`src/rtl/hll_pkg.sv`:
```
// Shared types and constants for the HyperLogLog sketch.
// Used by every module under rtl/; depends on nothing.
`default_nettype none

package hll_pkg;

   localparam int HLL_P_DEF     = 10;
   localparam int HLL_IDX_MAX_W = 14;
   localparam int HLL_RANK_W    = 5;
   localparam int HLL_EST_W     = 42;
   localparam int HLL_ZREG_W    = 11;

   localparam logic [63:0] HLL_MIX_GOLD = 64'h9E3779B97F4A7C15;
   localparam logic [63:0] HLL_MIX_C1   = 64'hBF58476D1CE4E5B9;
   localparam logic [63:0] HLL_MIX_C2   = 64'h94D049BB133111EB;

   localparam logic [HLL_EST_W-1:0] HLL_EST_MAX = '1;
   // ln(2) in Q28 and Q26
   localparam logic [27:0] HLL_LN2_Q28 = 28'd186065280;
   localparam logic [27:0] HLL_LN2_Q26 = 28'd46516320;

   typedef enum logic [1:0] {
      HLL_CMD_INSERT = 2'd0,
      HLL_CMD_MERGE  = 2'd1,
      HLL_CMD_QUERY  = 2'd2,
      HLL_CMD_CLEAR  = 2'd3
   } hll_cmd_type;

   typedef struct packed {
      hll_cmd_type                 kind;
      logic [HLL_IDX_MAX_W-1:0]    idx;
      logic [HLL_RANK_W-1:0]       rank;
   } hll_op_type;

   typedef enum logic [1:0] {F_IDLE, F_MUL, F_FIN, F_PUSH} hll_front_state_type;

   typedef enum logic [2:0] {
      B_SWEEP, B_IDLE, B_MOD, B_SUM, B_SUMLAST, B_ESTGO, B_EST, B_OUT
   } hll_back_state_type;

   typedef enum logic [2:0] {
      E_IDLE, E_DIV, E_DECIDE, E_NORM, E_SQ, E_MULLO, E_MULHI, E_FIN
   } hll_est_state_type;

endpackage

`default_nettype wire

```
`src/rtl/hll_fifo.sv`:
```
// Two-entry op queue between front end and back end.
// Uses hll_pkg for the op type.
`default_nettype none

module hll_fifo import hll_pkg::*; (
   input  wire logic  clock,
   input  wire logic  reset,
   input  wire logic  in_valid,
   output logic       in_ready,
   input  hll_op_type in_op,
   output logic       out_valid,
   input  wire logic  out_ready,
   output hll_op_type out_op
);

   hll_op_type slot_ff [2];
   logic       wptr_ff, wptr_in, rptr_ff, rptr_in;
   logic [1:0] count_ff, count_in;
   logic       push, pop;

   always_comb begin
      in_ready  = (count_ff != 2'd2);
      out_valid = (count_ff != 2'd0);
      push      = in_valid && in_ready;
      pop       = out_valid && out_ready;
      wptr_in   = wptr_ff ^ push;
      rptr_in   = rptr_ff ^ pop;
      count_in  = count_ff + {1'b0, push} - {1'b0, pop};
      out_op    = slot_ff[rptr_ff];
   end

   always_ff @(posedge clock) begin
      if (reset) begin
         wptr_ff  <= 1'b0;
         rptr_ff  <= 1'b0;
         count_ff <= 2'd0;
      end else begin
         wptr_ff  <= wptr_in;
         rptr_ff  <= rptr_in;
         count_ff <= count_in;
      end
      if (push) slot_ff[wptr_ff] <= in_op;
   end

endmodule

`default_nettype wire

```
`config.mk`:
```
export PLATFORM = sky130hd
export DESIGN_NAME = hll_fifo
export DESIGN_NICKNAME = d
export VERILOG_FILES = /design/src/rtl/hll_pkg.sv /design/src/rtl/hll_fifo.sv
export SDC_FILE = /design/constraint.sdc
export NUM_CORES = 1
export LEC_CHECK = 0
export BUFFER_PORTS_ARGS = -buffer_cell sky130_fd_sc_hd__buf_2
export CAP_MARGIN = 20
export CORE_ASPECT_RATIO = 0.6
export CORE_MARGIN = 4
export CORE_UTILIZATION = 54
export DETAILED_ROUTE_END_ITERATION = 12
export GPL_ROUTABILITY_DRIVEN = 0
export PLACE_DENSITY = 0.86
export SYNTH_ARGS = -nofsm -noshare
export SYNTH_HDL_FRONTEND = slang
export SYNTH_SLANG_ARGS = --single-unit
export TNS_END_PERCENT = 50
```
`constraint.sdc`:
```
create_clock -name clock -period 2.5 [get_ports clock]
set_input_delay 0 -clock clock [delete_from_list [all_inputs] [get_ports clock]]
set_output_delay 0 -clock clock [all_outputs]
set_load 0.05 [all_outputs]
```
==> reports/qor.txt <==
Final Worst Setup Slack: 0.759 ns
clock root buffer: clkbuf_8
Clock Skew: 0.00680 ns
Rel. slew slack: 71.7%
H-Tree Depth: 2
final setup violation count: 0
multi-input logic area: 387 µm²
post-synth top area cell: edfxtp_1
Max-Cap Viols: 0
io pins: 48
Syn Inst Count: 92
Finished Core Util: 79.2%
Hold Crit Class: input pin to register
Placed Area: 2040 µm²
crit path DAT: 1.74 ns
Max clock buf depth: 2
post-CTS setup repair buffer count: 0
Setup TNS Final: 0 ns
Tot GR Track Use: 16.9%
hold path cells: 4
Synth area leaders: edfxtp_1 72%, mux2_2 14%, dfxtp_1 4.6%
RSZ-0062 raised after global routing: no
fin crit period: 1.74 ns
global-route wire length before repair: 5040 µm
Ys Warns: 0
post-synthesis sequential area ratio: 77.0%
antenna violations before repair: 0
DIE AREA: 4230 µm²
startpoint types: register
Slew @ Worst Pin: 0.424 ns
crit end category: output pin
DRT Wirelength: 3190 µm
Initial Util: 58.4%
status: complete, no violations
CTS buffer count: 5
DRC: 0
1st-iter DRT viols: 36
number of synthesized register bits: 46
via count: 1044
critical path class: register to output pin
area grow syn2layout: 35.8%
Layout fillers: 167
Pleak: 0.923 nW
synth unique cells: 20
share of cells above drive strength 1: 46.2%
top-area cell type share of the netlist area: 72.4%
placed insts: 182
max-slew violations: 0
Post-Layout Cell Count: 211
Worst-path clk slew: 0.07 ns
Routed Antenna Nets: 0
register area: 1340 µm²
Setup WS pre-CTS: 0.769 ns
Mean Syn Cell Area: 18.9 µm²
core area: 2980 µm²
TritonCTS Sinks: 46
Post-Syn Area: 1740 µm²
I/O Buffers: 47
power per cell area: 972 nW/µm²
vias in the first global route: 1077
routed length per placed instance: 15.1 µm
Hold Vio Cnt, Final: 0
largest net degree at the start of global routing: 15
DP HPWL: 2080 µm
Die Y: 52.0 µm
worst-path fanout max: 14
Worst VDD drop: 0.643 mV
r2r worst-path depth: 4
vias per cell: 4.95
maximum clock frequency: 574 MHz
layout net count: 196
final instance area: 2360 µm²
Ant. Diodes: 0
Worst-Skew Late Latency: 0.28 ns
total congestion overflow: 0
clock tree from TritonCTS: done
Die Width: 81.3 µm
syn nets: 119
Pre-Repair DR Iteration Count: 4
Rows: 15
Critical Path RT: 2.50 ns
Tcrit/Tclk final: 69.6%
cell type report:
cell class | instances | area share (%)
Tap cell | 42 | 2.22
Inverter | 1 | 0.159
Sequential cell | 46 | 56.7
Multi-Input combinational cell | 43 | 16.3
Clock buffer | 5 | 2.91
Timing Repair Buffer | 72 | 20.2
Clock inverter | 2 | 1.43
kinds of logic (layout without fill, tap and decap cells):
family | count (synthesis) | count (layout) | synth area share, %
compound gates | 5 | 5 | 2.08
buf+inv | 3 | 80 | 0.790
fa+ha+maj | 2 | 2 | 1.44
simple gates | 13 | 13 | 3.95
xor+xnor | 1 | 1 | 0.503
flops | 46 | 46 | 77.0
mux | 22 | 22 | 14.2
path summary, 6_finish.rpt:
kind               startpoint       endpoint  slack (ns)
setup / recovery      rptr_ff      out_op[6]        0.76
hold / removal      out_ready        rptr_ff        0.16
setup reg to reg  count_ff[0]  slot_ff[0][9]        0.77
hold reg to reg       wptr_ff        wptr_ff        0.55
layer usage:
metal	vias up	track usage [%]	share of wire, %
li1	502	-	-
met1	503	18.7	38
met2	39	30.3	53
met3	0	6.57	8.8
met4	0	4.49	0
met5	-	0	0
metrics by stage:
stage / hold slack [ns] / power [mW]
after floorplan: 0.0667 / 1.61
after CTS: 0.151 / 2.31
after global placement: 0.187 / 1.76
final: 0.160 / 2.30
after global routing: 0.184 / 2.40
after detailed placement: 0.191 / 1.78
report_power, final:
part / internal, mW / leakage [nW] / switching, mW
Combinational: 0.250 / 0.445 / 0.540
Clock: 0.289 / 0.0517 / 0.215
Sequential: 0.952 / 0.426 / 0.0522
synthesized netlist by cell type:
master and number:
mux2_1 1, edfxtp_1 42, inv_1 1, nor2b_1 2, a211oi_1 1, nand2b_1 1
nor2_1 5, a21bo_1 1, nand3_1 1, dfxtp_1 4, buf_2 2, and2_1 1
xor2_1 1, and3_1 1, a32oi_1 1, ha_1 2, mux2_2 21, or2_2 1
o21ai_0 2, and2b_1 1
timing repair:
item | 4_1_cts | 5_1_grt
hold endpoints to repair | 45 | 0
endpoints found under the setup margin | 0 | 0
resized for setup | 0 | 0
hold buffers | 22 | 0
critical path, cell delays in order (launching register included):
cell     delay [ns]
dfxtp_1        0.56
buf_4          0.31
mux2_2         0.37
buf_2          0.21
sequential cells by signal (all words and copies together), names as in the netlist:
| name | flops |
|---|---|
| rptr_ff | 1 |
| wptr_ff | 1 |
| slot_ff | 42 |
| count_ff | 2 |
cell usage in the layout, fill, tap and decap left out:
master         netlist  layout
dlygate4sd3_1        0      22
and2b_1              1       1
buf_2                2      47
nor2_1               5       5
or2_2                1       1
inv_1                1       1
clkinv_1             0       1
buf_4                0       3
a211oi_1             1       1
mux2_2              21      21
ha_1                 2       2
nor2b_1              2       2
and2_1               1       1
dfxtp_1              4       4
nand3_1              1       1
mux2_1               1       1
edfxtp_1            42      42
o21ai_0              2       2
xor2_1               1       1
bufinv_16            0       1
nand2b_1             1       1
a32oi_1              1       1
clkbuf_8             0       5
and3_1               1       1
a21bo_1              1       1
Power figures use the tool's default switching activity.
