--- config.mk ---
export PLATFORM = sky130hd
export DESIGN_NAME = hll_front
export DESIGN_NICKNAME = d
export VERILOG_FILES = /design/src/rtl/hll_pkg.sv /design/src/rtl/hll_front.sv
export SDC_FILE = /design/constraint.sdc
export NUM_CORES = 2
export LEC_CHECK = 0
export ABC_CLOCK_PERIOD_IN_PS = 11000
export BUFFER_PORTS_ARGS = -buffer_cell sky130_fd_sc_hd__buf_2
export CAP_MARGIN = 10
export CELL_PAD_IN_SITES_DETAIL_PLACEMENT = 1
export CELL_PAD_IN_SITES_GLOBAL_PLACEMENT = 1
export CORE_MARGIN = 1.5
export CORE_UTILIZATION = 50
export DETAILED_ROUTE_END_ITERATION = 12
export GPL_TIMING_DRIVEN = 0
export MAX_ROUTING_LAYER = met4
export PLACE_DENSITY_LB_ADDON = 0.1
export SKIP_CTS_REPAIR_TIMING = 1
export SLEW_MARGIN = 20
export SYNTH_ARGS = -nofsm -noshare
export SYNTH_HDL_FRONTEND = slang
export SYNTH_SLANG_ARGS = --single-unit
--- constraint.sdc ---
create_clock -name clock -period 11 [get_ports clock]
set_input_delay 0.55 -clock clock [delete_from_list [all_inputs] [get_ports clock]]
set_output_delay 0.55 -clock clock [all_outputs]
set_load 0.1 [all_outputs]
--- src/rtl/hll_pkg.sv ---
// Shared types and constants for the HyperLogLog sketch.
// Used by every module under rtl/; depends on nothing.
`default_nettype none

package hll_pkg;

   localparam int HLL_P_DEF     = 10;
   localparam int HLL_IDX_MAX_W = 14;
   localparam int HLL_RANK_W    = 5;
   localparam int HLL_EST_W     = 42;
   localparam int HLL_ZREG_W    = 11;

   localparam logic [63:0] HLL_MIX_GOLD = 64'h9E3779B97F4A7C15;
   localparam logic [63:0] HLL_MIX_C1   = 64'hBF58476D1CE4E5B9;
   localparam logic [63:0] HLL_MIX_C2   = 64'h94D049BB133111EB;

   localparam logic [HLL_EST_W-1:0] HLL_EST_MAX = '1;
   // ln(2) in Q28 and Q26
   localparam logic [27:0] HLL_LN2_Q28 = 28'd186065280;
   localparam logic [27:0] HLL_LN2_Q26 = 28'd46516320;

   typedef enum logic [1:0] {
      HLL_CMD_INSERT = 2'd0,
      HLL_CMD_MERGE  = 2'd1,
      HLL_CMD_QUERY  = 2'd2,
      HLL_CMD_CLEAR  = 2'd3
   } hll_cmd_type;

   typedef struct packed {
      hll_cmd_type                 kind;
      logic [HLL_IDX_MAX_W-1:0]    idx;
      logic [HLL_RANK_W-1:0]       rank;
   } hll_op_type;

   typedef enum logic [1:0] {F_IDLE, F_MUL, F_FIN, F_PUSH} hll_front_state_type;

   typedef enum logic [2:0] {
      B_SWEEP, B_IDLE, B_MOD, B_SUM, B_SUMLAST, B_ESTGO, B_EST, B_OUT
   } hll_back_state_type;

   typedef enum logic [2:0] {
      E_IDLE, E_DIV, E_DECIDE, E_NORM, E_SQ, E_MULLO, E_MULHI, E_FIN
   } hll_est_state_type;

endpackage

`default_nettype wire

--- src/rtl/hll_front.sv ---
// Front end: takes commands, hashes insert keys (splitmix64 finalizer on one
// shared 32x32 multiplier), and hands decoded ops to the queue. Uses hll_pkg.
`default_nettype none

module hll_front import hll_pkg::*; #(
   parameter int PRECISION_BITS = HLL_P_DEF
) (
   input  wire logic        clock,
   input  wire logic        reset,
   input  wire logic        req_tvalid,
   output logic             req_tready,
   input  wire logic [1:0]  req_tuser,   // cmd
   input  wire logic [79:0] req_tdata,   // key[63:0], merge_index[73:64], merge_rank[78:74]
   output logic             op_valid,
   input  wire logic        op_ready,
   output hll_op_type       op
);

   localparam logic [HLL_RANK_W-1:0] RANK_CAP = HLL_RANK_W'(33 - PRECISION_BITS);

   hll_front_state_type state_ff, state_in;
   logic [63:0] val_ff, val_in, acc_ff, acc_in, prod_ff, prod_in;
   logic [1:0]  step_ff, step_in;
   logic        round_ff, round_in;
   hll_op_type  op_ff, op_in;

   logic [63:0] mix_a, mix_b, mul_p;
   logic [31:0] ma, mb, hash;
   logic [HLL_RANK_W-1:0] rank_v, mrank;

   always_comb begin
      mix_a = round_ff ? (val_ff ^ (val_ff >> 27)) : (val_ff ^ (val_ff >> 30));
      mix_b = round_ff ? HLL_MIX_C2 : HLL_MIX_C1;
      // low 64 bits of a 64x64 product from three partial products
      case (step_ff)
         2'd0: begin
            ma = mix_a[31:0];
            mb = mix_b[31:0];
         end
         2'd1: begin
            ma = mix_a[31:0];
            mb = mix_b[63:32];
         end
         default: begin
            ma = mix_a[63:32];
            mb = mix_b[31:0];
         end
      endcase
      mul_p = {32'd0, ma} * {32'd0, mb};

      hash = val_ff[31:0] ^ val_ff[62:31];
      rank_v = RANK_CAP;
      for (int i = 31; i >= 0; i--) begin
         if ((i < int'(RANK_CAP) - 1) && hash[i]) rank_v = HLL_RANK_W'(i + 1);
      end
      mrank = (req_tdata[78:74] > RANK_CAP) ? RANK_CAP : req_tdata[78:74];
   end

   always_comb begin
      state_in   = state_ff;
      val_in     = val_ff;
      acc_in     = acc_ff;
      prod_in    = prod_ff;
      step_in    = step_ff;
      round_in   = round_ff;
      op_in      = op_ff;
      req_tready = 1'b0;
      op_valid   = 1'b0;
      case (state_ff)
         F_IDLE: begin
            req_tready = 1'b1;
            if (req_tvalid) begin
               op_in.kind = hll_cmd_type'(req_tuser);
               op_in.idx  = HLL_IDX_MAX_W'(req_tdata[73:64]);
               op_in.rank = mrank;
               if (hll_cmd_type'(req_tuser) == HLL_CMD_INSERT) begin
                  val_in   = req_tdata[63:0] + HLL_MIX_GOLD;
                  step_in  = 2'd0;
                  round_in = 1'b0;
                  state_in = F_MUL;
               end else begin
                  state_in = F_PUSH;
               end
            end
         end
         F_MUL: begin
            prod_in = mul_p;
            step_in = step_ff + 2'd1;
            case (step_ff)
               2'd1: acc_in = prod_ff;
               2'd2: acc_in = acc_ff + (prod_ff << 32);
               2'd3: begin
                  val_in  = acc_ff + (prod_ff << 32);
                  step_in = 2'd0;
                  if (round_ff) begin
                     state_in = F_FIN;
                  end else begin
                     round_in = 1'b1;
                  end
               end
               default: ;
            endcase
         end
         F_FIN: begin
            op_in.idx  = HLL_IDX_MAX_W'(hash[31 -: PRECISION_BITS]);
            op_in.rank = rank_v;
            state_in   = F_PUSH;
         end
         F_PUSH: begin
            op_valid = 1'b1;
            if (op_ready) state_in = F_IDLE;
         end
         default: state_in = F_IDLE;
      endcase
   end

   always_ff @(posedge clock) begin
      if (reset) begin
         state_ff <= F_IDLE;
      end else begin
         state_ff <= state_in;
      end
      val_ff   <= val_in;
      acc_ff   <= acc_in;
      prod_ff  <= prod_in;
      step_ff  <= step_in;
      round_ff <= round_in;
      op_ff    <= op_in;
   end

   assign op = op_ff;

endmodule

`default_nettype wire

==> flow_summary_export.csv <==
group,metric,value,unit
layout,finalNetCount,5669,
yosys,yosys_warnings,0,
flow_run,maxCapViolCount,0,
drt,avgViaCountPerCell,5.74,
layout,utilization,0.547,
layout,area_growth,8.35,%
grt,antenna_found_initial,4,
sta,setup_viol,0,
die,die_y,291,um
critical_path,cp_data_arrival_time,11.12,ns
sta,hold_viol_final,0,
run_status,status,"completed",
layout,drive_gt1_frac,0.0820,
sta,slew_violations,0,
clock_network,numCtsBuffers,21,
layout,seqCellArea,6410,um^2
drt,highest_layer,"met4",
drt,dr_wl_met2,73200,um
placement,place.gp.congestion,1.04,
die,start_util,0.505,
yosys,synthesis.area,41500,um^2
drt,num_vias,31400,
die,die_area,84700,um^2
yosys,ys_ff_latch,214,
placement,dpl.hpwl,142000,um
critical_path,critPathLaunchType,"flop",
worst_hold_path,hold_class,"in -> reg",
grt,grt_max_degree,57,
critical_path,crit_slowest_cell,"o21ai_0",
clock_network,cts_max_level,1,
clock_network,cts_tree,"yes",
grt,grt_pass1_vias,34400,
critical_path,path_max_fanout,11,
critical_path,crit_buf_inv,7,
clock_network,numClockSinks,214,
drt,detail_route.first_pass.iterations,5,
clock_network,insertion_delay,0.53,ns
layout,fillers,9253,
drt,met3_length,12000,um
die,pin_count,109,
clock_network,clk_pin_slew,0.08,ns
clock_network,root_buffer,"clkbuf_16",
clock_network,clockBufferDepth,3,
grt,grt_usage,0.405,
yosys,async_flop_share,0,
yosys,syn_avg_cell_area,9.80,um^2
critical_path,cp_common_cell,"fa_1",
yosys,synthFlopType,"edfxtp_1",
die,core,82100,um^2
critical_path,worstSetupPathType,"reg -> reg",
critical_path,worst_setup_path_end_kind,"flop",
sta,finalCriticalPeriod,10.85,ns
critical_path,crit_family,"adder cells",
sta,slew_headroom,0.132,
yosys,synth_edf_count,212,
die,fp.dieW,291,um
yosys,netlist_instances,4231,
placement,portBuffers,103,
sta,period_share,0.986,
yosys,synth_cell_types,69,
drt,wl_met1,66800,um
drt,postRouteAntennaNets,0,
sta,finClkSkew,0.0176,ns
layout,multi_input_area,30800,um^2
drt,wl,162000,um
sta,max_freq,92.2,MHz
yosys,synth-seq-area-share,0.154,
drt,drc,0,
grt,overflow,0,
sta,worst_pin_slew,1.30,ns
die,num_rows,105,
drt,drt_iter0_markers,2979,
drt,wl_per_cell,29.6,um
grt,grt_pass1_wl,237000,um
critical_path,cpPeakStageDelay,0.70,ns
critical_path,cp.required,11.27,ns
## logic make-up after synthesis
group / Yosys count / share of synthesized area
buffers and inverters: 1209 / 0.110
adder cells (fa/ha/maj): 1193 / 0.506
AND/OR/NAND/NOR: 818 / 0.0861
AO/OA/AOI/OAI: 477 / 0.0709
XOR/XNOR: 214 / 0.0452
flip-flops: 214 / 0.154
multiplexers: 105 / 0.0268
other: 1 / 0.0000904
## worst paths after layout
path	to	startpoint	slack (ns)	cells past startpoint
max	prod_ff[62]	round_ff	0.15	27
min	state_ff[1]	reset	0.21	2
max reg2reg	prod_ff[62]	round_ff	0.15	27
min reg2reg	val_ff[10]	acc_ff[10]	0.53	2
## layout make-up
cell class | instances | area share
multi-input cells | 2811 | 0.687
repair buffers | 141 | 0.0211
clock inverters | 16 | 0.00432
inverters | 1087 | 0.0918
plain buffers | 114 | 0.0121
flip-flops and latches | 214 | 0.143
clock buffers | 21 | 0.0117
diodes | 1 | 0.0000557
well taps | 1070 | 0.0298
## routing by layer
metal / up-vias / global-route usage
li1: 13400 / -
met1: 16300 / 0.542
met2: 1371 / 0.611
met3: 337 / 0.0554
met4: 0 / 0.193
met5: - / -
## layout by cell type, fill, tap and decap left out, drive strengths merged, types with 9 or more instances in the layout
| cell | instances |
|---|---|
| clkbuf | 117 |
| nor3 | 27 |
| nor4 | 9 |
| clkinvlp | 15 |
| nand4 | 19 |
| mux2 | 48 |
| ha | 384 |
| o21bai | 14 |
| nor2 | 345 |
| o22ai | 13 |
| edfxtp | 212 |
| mux2i | 57 |
| a21o | 48 |
| xor2 | 76 |
| a31o | 9 |
| nand2 | 258 |
| o21ai | 127 |
| or3 | 11 |
| a31oi | 17 |
| xnor2 | 138 |
| o211ai | 12 |
| or2 | 11 |
| and2 | 16 |
| fa | 809 |
| o21a | 16 |
| nand3 | 28 |
| and3 | 17 |
| buf | 157 |
| nor2b | 50 |
| nand2b | 13 |
| clkinv | 9 |
| inv | 1075 |
| a21oi | 153 |
## per-stage QoR
step           setup WS (ns)  setup TNS, ns  area [um^2]  std cells  hold WS [ns]
3_5_place_dp           -2.52         -62.02        43700       5420         0.524
4_1_cts                -2.61         -64.70        44400       5457         0.193
5_1_grt              -0.0297        -0.0536        44900       5475         0.209
6_report               0.154              0        44900       5475         0.205
3_3_place_gp           -2.83        -196.54        43300       5407         0.515
2_1_floorplan           1.30              0        41500       4234         0.498
## flip-flops by register name, summed over array words and instances, names as in the netlist
name and flops:
prod_ff 64, op 17, acc_ff 64, state_ff 2, val_ff 64, step_ff 2, round_ff 1
## synth_stat cells (all sizes together), types with 7 or more instances
| library cell | count | share of area |
|---|---|---|
| a211oi | 8 | 0.0014 |
| a21boi | 7 | 0.0013 |
| a21o | 48 | 0.0087 |
| a21oi | 153 | 0.018 |
| a31o | 9 | 0.0019 |
| a31oi | 17 | 0.0026 |
| and2 | 16 | 0.0024 |
| and3 | 17 | 0.0026 |
| buf | 19 | 0.0023 |
| clkbuf | 103 | 0.0093 |
| edfxtp | 212 | 0.15 |
| fa | 809 | 0.39 |
| ha | 384 | 0.12 |
| inv | 1084 | 0.098 |
| mux2 | 48 | 0.013 |
| mux2i | 57 | 0.014 |
| nand2 | 258 | 0.023 |
| nand2b | 13 | 0.0020 |
| nand3 | 28 | 0.0034 |
| nand4 | 19 | 0.0029 |
| nor2 | 345 | 0.031 |
| nor2b | 50 | 0.0075 |
| nor3 | 27 | 0.0033 |
| nor4 | 9 | 0.0014 |
| o211ai | 12 | 0.0022 |
| o21a | 16 | 0.0029 |
| o21ai | 127 | 0.015 |
| o21bai | 14 | 0.0025 |
| o22ai | 13 | 0.0020 |
| o31ai | 8 | 0.0014 |
| or2 | 11 | 0.0017 |
| or3 | 11 | 0.0017 |
| xnor2 | 138 | 0.029 |
| xor2 | 76 | 0.016 |
Power is not shown: default switching activity piles up to over one toggle a cycle in this logic, so the estimate is an artifact.
