File: config.mk
export PLATFORM = sky130hd
export DESIGN_NAME = hll_est
export DESIGN_NICKNAME = d
export VERILOG_FILES = /design/src/rtl/hll_pkg.sv /design/src/rtl/hll_est.sv
export SDC_FILE = /design/constraint.sdc
export NUM_CORES = 2
export LEC_CHECK = 0
export ABC_AREA = 1
export BUFFER_PORTS_ARGS = -buffer_cell sky130_fd_sc_hd__buf_2
export CORE_AREA = 5 5 253 502
export CTS_CLUSTER_SIZE = 25
export DETAILED_ROUTE_END_ITERATION = 10
export DIE_AREA = 0 0 258 507
export PLACE_DENSITY = 0.76
export REMOVE_ABC_BUFFERS = 1
export SYNTH_ARGS = -nofsm -noshare
export SYNTH_HDL_FRONTEND = slang
export SYNTH_SLANG_ARGS = --single-unit
File: constraint.sdc
create_clock -name clock -period 18.2 [get_ports clock]
set_input_delay 1.82 -clock clock [delete_from_list [all_inputs] [get_ports clock]]
set_output_delay 1.82 -clock clock [all_outputs]
set_load 0.05 [all_outputs]
File: src/rtl/hll_pkg.sv
// Shared types and constants for the HyperLogLog sketch.
// Used by every module under rtl/; depends on nothing.
`default_nettype none

package hll_pkg;

   localparam int HLL_P_DEF     = 10;
   localparam int HLL_IDX_MAX_W = 14;
   localparam int HLL_RANK_W    = 5;
   localparam int HLL_EST_W     = 42;
   localparam int HLL_ZREG_W    = 11;

   localparam logic [63:0] HLL_MIX_GOLD = 64'h9E3779B97F4A7C15;
   localparam logic [63:0] HLL_MIX_C1   = 64'hBF58476D1CE4E5B9;
   localparam logic [63:0] HLL_MIX_C2   = 64'h94D049BB133111EB;

   localparam logic [HLL_EST_W-1:0] HLL_EST_MAX = '1;
   // ln(2) in Q28 and Q26
   localparam logic [27:0] HLL_LN2_Q28 = 28'd186065280;
   localparam logic [27:0] HLL_LN2_Q26 = 28'd46516320;

   typedef enum logic [1:0] {
      HLL_CMD_INSERT = 2'd0,
      HLL_CMD_MERGE  = 2'd1,
      HLL_CMD_QUERY  = 2'd2,
      HLL_CMD_CLEAR  = 2'd3
   } hll_cmd_type;

   typedef struct packed {
      hll_cmd_type                 kind;
      logic [HLL_IDX_MAX_W-1:0]    idx;
      logic [HLL_RANK_W-1:0]       rank;
   } hll_op_type;

   typedef enum logic [1:0] {F_IDLE, F_MUL, F_FIN, F_PUSH} hll_front_state_type;

   typedef enum logic [2:0] {
      B_SWEEP, B_IDLE, B_MOD, B_SUM, B_SUMLAST, B_ESTGO, B_EST, B_OUT
   } hll_back_state_type;

   typedef enum logic [2:0] {
      E_IDLE, E_DIV, E_DECIDE, E_NORM, E_SQ, E_MULLO, E_MULHI, E_FIN
   } hll_est_state_type;

endpackage

`default_nettype wire

File: src/rtl/hll_est.sv
// Estimate unit: serial divide alpha*m^2/sum, fixed-point log2 by repeated
// squaring, range corrections and saturation. Uses hll_pkg.
`default_nettype none

module hll_est import hll_pkg::*; #(
   parameter int PRECISION_BITS = HLL_P_DEF
) (
   input  wire logic                        clock,
   input  wire logic                        reset,
   input  wire logic                        start,
   input  wire logic [PRECISION_BITS+32:0]  sum,
   input  wire logic [PRECISION_BITS:0]     tally,
   output logic                             done,
   output logic [HLL_EST_W-1:0]             value
);

   localparam int SW = PRECISION_BITS + 33;
   localparam logic [127:0] ANUM = (128'(7213) << (3 * PRECISION_BITS)) << 32;
   localparam logic [127:0] ADEN =
      128'(10) * (128'(1000) * (128'(1) << PRECISION_BITS) + 128'(1079));
   localparam logic [63:0] ALPHA = 64'(ANUM / ADEN);
   localparam logic [71:0] NUMER = {ALPHA, 8'd0};
   localparam logic [63:0] SMALL_LIM = 64'(640) << PRECISION_BITS;

   function automatic logic [HLL_EST_W-1:0] sat(input logic [63:0] v);
      sat = (v > 64'(HLL_EST_MAX)) ? HLL_EST_MAX : v[HLL_EST_W-1:0];
   endfunction

   hll_est_state_type state_ff, state_in;
   logic [6:0]    cnt_ff, cnt_in;
   logic [SW-1:0] den_ff, den_in, rem_ff, rem_in;
   logic [63:0]   quo_ff, quo_in, acc_ff, acc_in;
   logic [40:0]   x_ff, x_in;
   logic [5:0]    k_ff, k_in;
   logic [29:0]   frac_ff, frac_in;
   logic          small_ff, small_in, done_ff, done_in;
   logic [45:0]   prod_ff, prod_in;
   logic [HLL_EST_W-1:0] val_ff, val_in;

   logic [SW:0]   r2;
   logic [68:0]   q30;
   logic [61:0]   sq;
   logic [31:0]   y;
   logic [35:0]   diff;
   logic [27:0]   kc;
   logic [63:0]   t;

   always_comb begin
      state_in = state_ff;
      cnt_in   = cnt_ff;
      den_in   = den_ff;
      rem_in   = rem_ff;
      quo_in   = quo_ff;
      acc_in   = acc_ff;
      x_in     = x_ff;
      k_in     = k_ff;
      frac_in  = frac_ff;
      small_in = small_ff;
      prod_in  = prod_ff;
      val_in   = val_ff;
      done_in  = 1'b0;

      r2   = {rem_ff, NUMER[cnt_ff]};
      q30  = {quo_ff, 5'd0} - {4'd0, quo_ff, 1'b0};
      sq   = {31'd0, x_ff[30:0]} * {31'd0, x_ff[30:0]};
      y    = sq[61:30];
      diff = (small_ff ? (36'(PRECISION_BITS) << 30) : (36'(40) << 30)) - {k_ff, frac_ff};
      kc   = small_ff ? HLL_LN2_Q28 : HLL_LN2_Q26;
      t    = acc_ff + (64'(prod_ff) << 18);

      case (state_ff)
         E_IDLE: begin
            if (start) begin
               den_in   = sum;
               rem_in   = '0;
               quo_in   = '0;
               cnt_in   = 7'd71;
               state_in = E_DIV;
            end
         end
         E_DIV: begin
            // one quotient bit per cycle, restoring
            if (r2 >= {1'b0, den_ff}) begin
               rem_in = SW'(r2 - {1'b0, den_ff});
               quo_in = {quo_ff[62:0], 1'b1};
            end else begin
               rem_in = SW'(r2);
               quo_in = {quo_ff[62:0], 1'b0};
            end
            cnt_in = cnt_ff - 7'd1;
            if (cnt_ff == 7'd0) state_in = E_DECIDE;
         end
         E_DECIDE: begin
            k_in = 6'd40;
            if (quo_ff <= SMALL_LIM) begin
               if (tally != '0) begin
                  x_in     = 41'(tally);
                  small_in = 1'b1;
                  state_in = E_NORM;
               end else begin
                  val_in   = sat(quo_ff);
                  done_in  = 1'b1;
                  state_in = E_IDLE;
               end
            end else if (q30 > (69'(1) << 40)) begin
               if (quo_ff >= (64'(1) << 40)) begin
                  val_in   = HLL_EST_MAX;
                  done_in  = 1'b1;
                  state_in = E_IDLE;
               end else begin
                  x_in     = 41'((64'(1) << 40) - quo_ff);
                  small_in = 1'b0;
                  state_in = E_NORM;
               end
            end else begin
               val_in   = sat(quo_ff);
               done_in  = 1'b1;
               state_in = E_IDLE;
            end
         end
         E_NORM: begin
            // shift until the leading one sits at bit 40; k tracks its position
            if (x_ff[40]) begin
               x_in     = 41'(x_ff[40:10]);
               frac_in  = '0;
               cnt_in   = 7'd29;
               state_in = E_SQ;
            end else begin
               x_in = x_ff << 1;
               k_in = k_ff - 6'd1;
            end
         end
         E_SQ: begin
            frac_in = {frac_ff[28:0], y[31]};
            x_in    = y[31] ? 41'(y[31:1]) : 41'(y[30:0]);
            cnt_in  = cnt_ff - 7'd1;
            if (cnt_ff == 7'd0) state_in = E_MULLO;
         end
         E_MULLO: begin
            prod_in  = {28'd0, diff[17:0]} * {18'd0, kc};
            state_in = E_MULHI;
         end
         E_MULHI: begin
            acc_in   = 64'(prod_ff);
            prod_in  = {28'd0, diff[35:18]} * {18'd0, kc};
            state_in = E_FIN;
         end
         E_FIN: begin
            val_in   = small_ff ? sat(t >> (50 - PRECISION_BITS)) : sat(t >> 16);
            done_in  = 1'b1;
            state_in = E_IDLE;
         end
         default: state_in = E_IDLE;
      endcase
   end

   always_ff @(posedge clock) begin
      if (reset) begin
         state_ff <= E_IDLE;
         done_ff  <= 1'b0;
      end else begin
         state_ff <= state_in;
         done_ff  <= done_in;
      end
      cnt_ff   <= cnt_in;
      den_ff   <= den_in;
      rem_ff   <= rem_in;
      quo_ff   <= quo_in;
      acc_ff   <= acc_in;
      x_ff     <= x_in;
      k_ff     <= k_in;
      frac_ff  <= frac_in;
      small_ff <= small_in;
      prod_ff  <= prod_in;
      val_ff   <= val_in;
   end

   assign done  = done_ff;
   assign value = val_ff;

endmodule

`default_nettype wire

==> impl_results.md <==
- Final setup TNS: 0 ns
- Main synth FF type: edfxtp_1
- CP bufs+invs: 8
- Clock latency on the worst-skew pair: 0.63 ns
- CTS Hold Bufs: 0
- Hold WS: 0.496 ns
- Cells after synthesis: 9190
- Tcrit/Tclk final: 52.8%
- #FFs+latches synth: 353
- Initial antenna violation count: 10
- Synth unique cells: 69
- Worst Skew: 0.0300 ns
- CP startpoint: x_ff[4]
- Die Y: 507 µm
- Post-CTS sizing: 0
- Delay-heaviest family, CP: adder cells
- Clk root buf: clkbuf_16
- First-pass GRT wire length: 380000 µm
- GRT Overall Usage: 38.6%
- GR met1 Demand/Resource: 35.1%
- # Max-Cap Violations: 0
- Number of global-route vias before repair: 67000
- Critical Path RT: 18.54 ns
- Worst slew margin: 15.3%
- Asr flop ratio synth: 0%
- Synthesized area: 73200 µm²
- Gp weighted congestion: 1.08
- Most used cell, CP: fa_1
- Met3 Use GR: 5.83%
- Share of cells above drive strength 1: 3.63%
- Htree depth: 2
- Worst setup endpoint: x_ff[2]
- Fmax: 104 MHz
- Grt ovf: 0
- Worst-Margin Slew: 1.27 ns
- Initial core utilization: 59.6%
- Die area: 131000 µm²
- Fin nets: 11200
- Largest net degree at the start of global routing: 92
- Routed WL per cell: 23.4 µm
- Worst hold stages: 0
- Minimum clock period: 9.62 ns
- Setup WS post-layout: 8.58 ns
- Crit-path slowest cell: edfxtp_1
- Post CTS Setup Buffer Count: 0
- DR iter-0 viols: 4307
- Row count: 182
- Layout filler cell count: 11100
- Cell taking the most area after synthesis: fa_1
- Post-route DRC violation count: 0
- M2 GR Usage: 69.4%
- CP Depth: 30
- Worst Setup Path Type: register to register
- Total routed wirelength: 253000 µm
- Critical path arrival: 9.95 ns
- Startpoint types: register
- Detailed Place HPWL: 214000 µm
- Core area: 123000 µm²
- Final setup violation count: 0
- Post-synth EDFFs: 348
- # IOs: 100
- Reg2reg setup slack: 8.58 ns
- Crit-path max FO: 18
- TritonCTS Buffers: 38
- Register area share after synthesis: 14.4%
- Avg Synthesized Cell Area: 7.97 µm²
- Fin. max-slew vios: 0
- Post-route ant nets: 0
- Area of the multi-input gates: 52700 µm²
- Pre-CTS setup slack: 8.72 ns
- CTS tree: done
- Clock sinks: 353
- Yosys top cell area share: 31.9%
- Area contributors post-synth: fa_1, edfxtp_1, ha_1
- CP endpoint kind: register
- Clock Path Buffers: 3
- RSZ-0062 raised after global routing: no
- Worst Hold Class: register to register
- Reg2reg end: x_ff[2]
- FF+latch area: 10600 µm²
- Vias per cell: 5.73
- Fin. Hold Viols: 0
- Cells on worst reg2reg path: 30
- Worst r2r src: x_ff[4]
- Area Growth Syn to Fin: 4.63%
- YS warnings: 0
- Router iterations before antenna repair: 8
- Via count: 61900
- Chip width: 258 µm
- Core Util, Final: 62.4%
- Worst-path clk slew: 0.07 ns
- # port buffers: 99
- Max stage delay on crit path: 0.98 ns
- Status: finished clean
- GRT Max-Usage Layer: met2
[cells in the final DEF (no fill, tap or decap), drive strengths merged, types with 62 or more instances in the layout]
| cell | count |
|---|---|
| inv | 2455 |
| xnor2 | 62 |
| nand3 | 243 |
| ha | 749 |
| a21oi | 413 |
| o21ai | 340 |
| nor3 | 72 |
| xor2 | 130 |
| nand2 | 1886 |
| buf | 158 |
| nor2 | 700 |
| edfxtp | 348 |
| fa | 1168 |
[worst min-delay path by stage]
stage	from	end
6_report	prod_ff[45]	acc_ff[45]
5_1_grt	prod_ff[45]	acc_ff[45]
4_1_cts	prod_ff[45]	acc_ff[45]
3_5_place_dp	prod_ff[45]	acc_ff[45]
3_3_place_gp	prod_ff[45]	acc_ff[45]
2_1_floorplan	prod_ff[45]	acc_ff[45]
[metrics by stage]
stage / area, µm² / cells
finish: 76600 / 10800
global route: 76600 / 10800
CTS: 76600 / 10800
detailed placement: 75400 / 10700
global placement: 75400 / 10700
floorplan: 72400 / 8997
[per-layer routing]
metal	routed length, µm	vias up
met3	15000	1469
met5	11	-
met1	73900	29600
met2	129000	2865
li1	-	28000
met4	35600	2
[layout make-up]
class	count	area share, %
inverter	2453	12.0
multi-input combinational	6191	68.9
tap	1564	2.56
timing repair buffer	158	1.24
clock inverter	23	0.207
antenna	3	0.00980
clock buffer	47	1.33
sequential	353	13.8
[Yosys cell counts, types with 62 or more instances]
| library cell | n |
|---|---|
| o21ai_0 | 308 |
| xor2_1 | 126 |
| nand2_1 | 1885 |
| nand3_1 | 239 |
| fa_1 | 1168 |
| edfxtp_1 | 348 |
| ha_1 | 749 |
| nor2_1 | 678 |
| a21oi_1 | 409 |
| nor3_1 | 66 |
| clkbuf_1 | 188 |
| xnor2_1 | 62 |
| inv_1 | 2425 |
[kinds of logic after synthesis]
kind of cell             synth area share (%)
AO/OA/AOI/OAI                            7.67
XOR/XNOR                                 2.34
adder cells (fa/ha/maj)                  44.7
buffers and inverters                    13.8
flip-flops                               14.4
multiplexers                           0.0291
other                                  0.0103
AND/OR/NAND/NOR                          17.0
[registers in the layout, indices dropped and copies added, names as in the netlist]
name and count:
frac_ff 30, rem_ff 43, r2 1, cnt_ff 7, quo_ff 64, prod_ff 41, value 42, k_ff 6
state_ff 3, x_ff 41, den_ff 43, done 1, small_ff 1, acc_ff 30
Power is left out: the tool's default activity adds up to more than one toggle a clock period on the data nets, which glitch-free logic cannot reach.
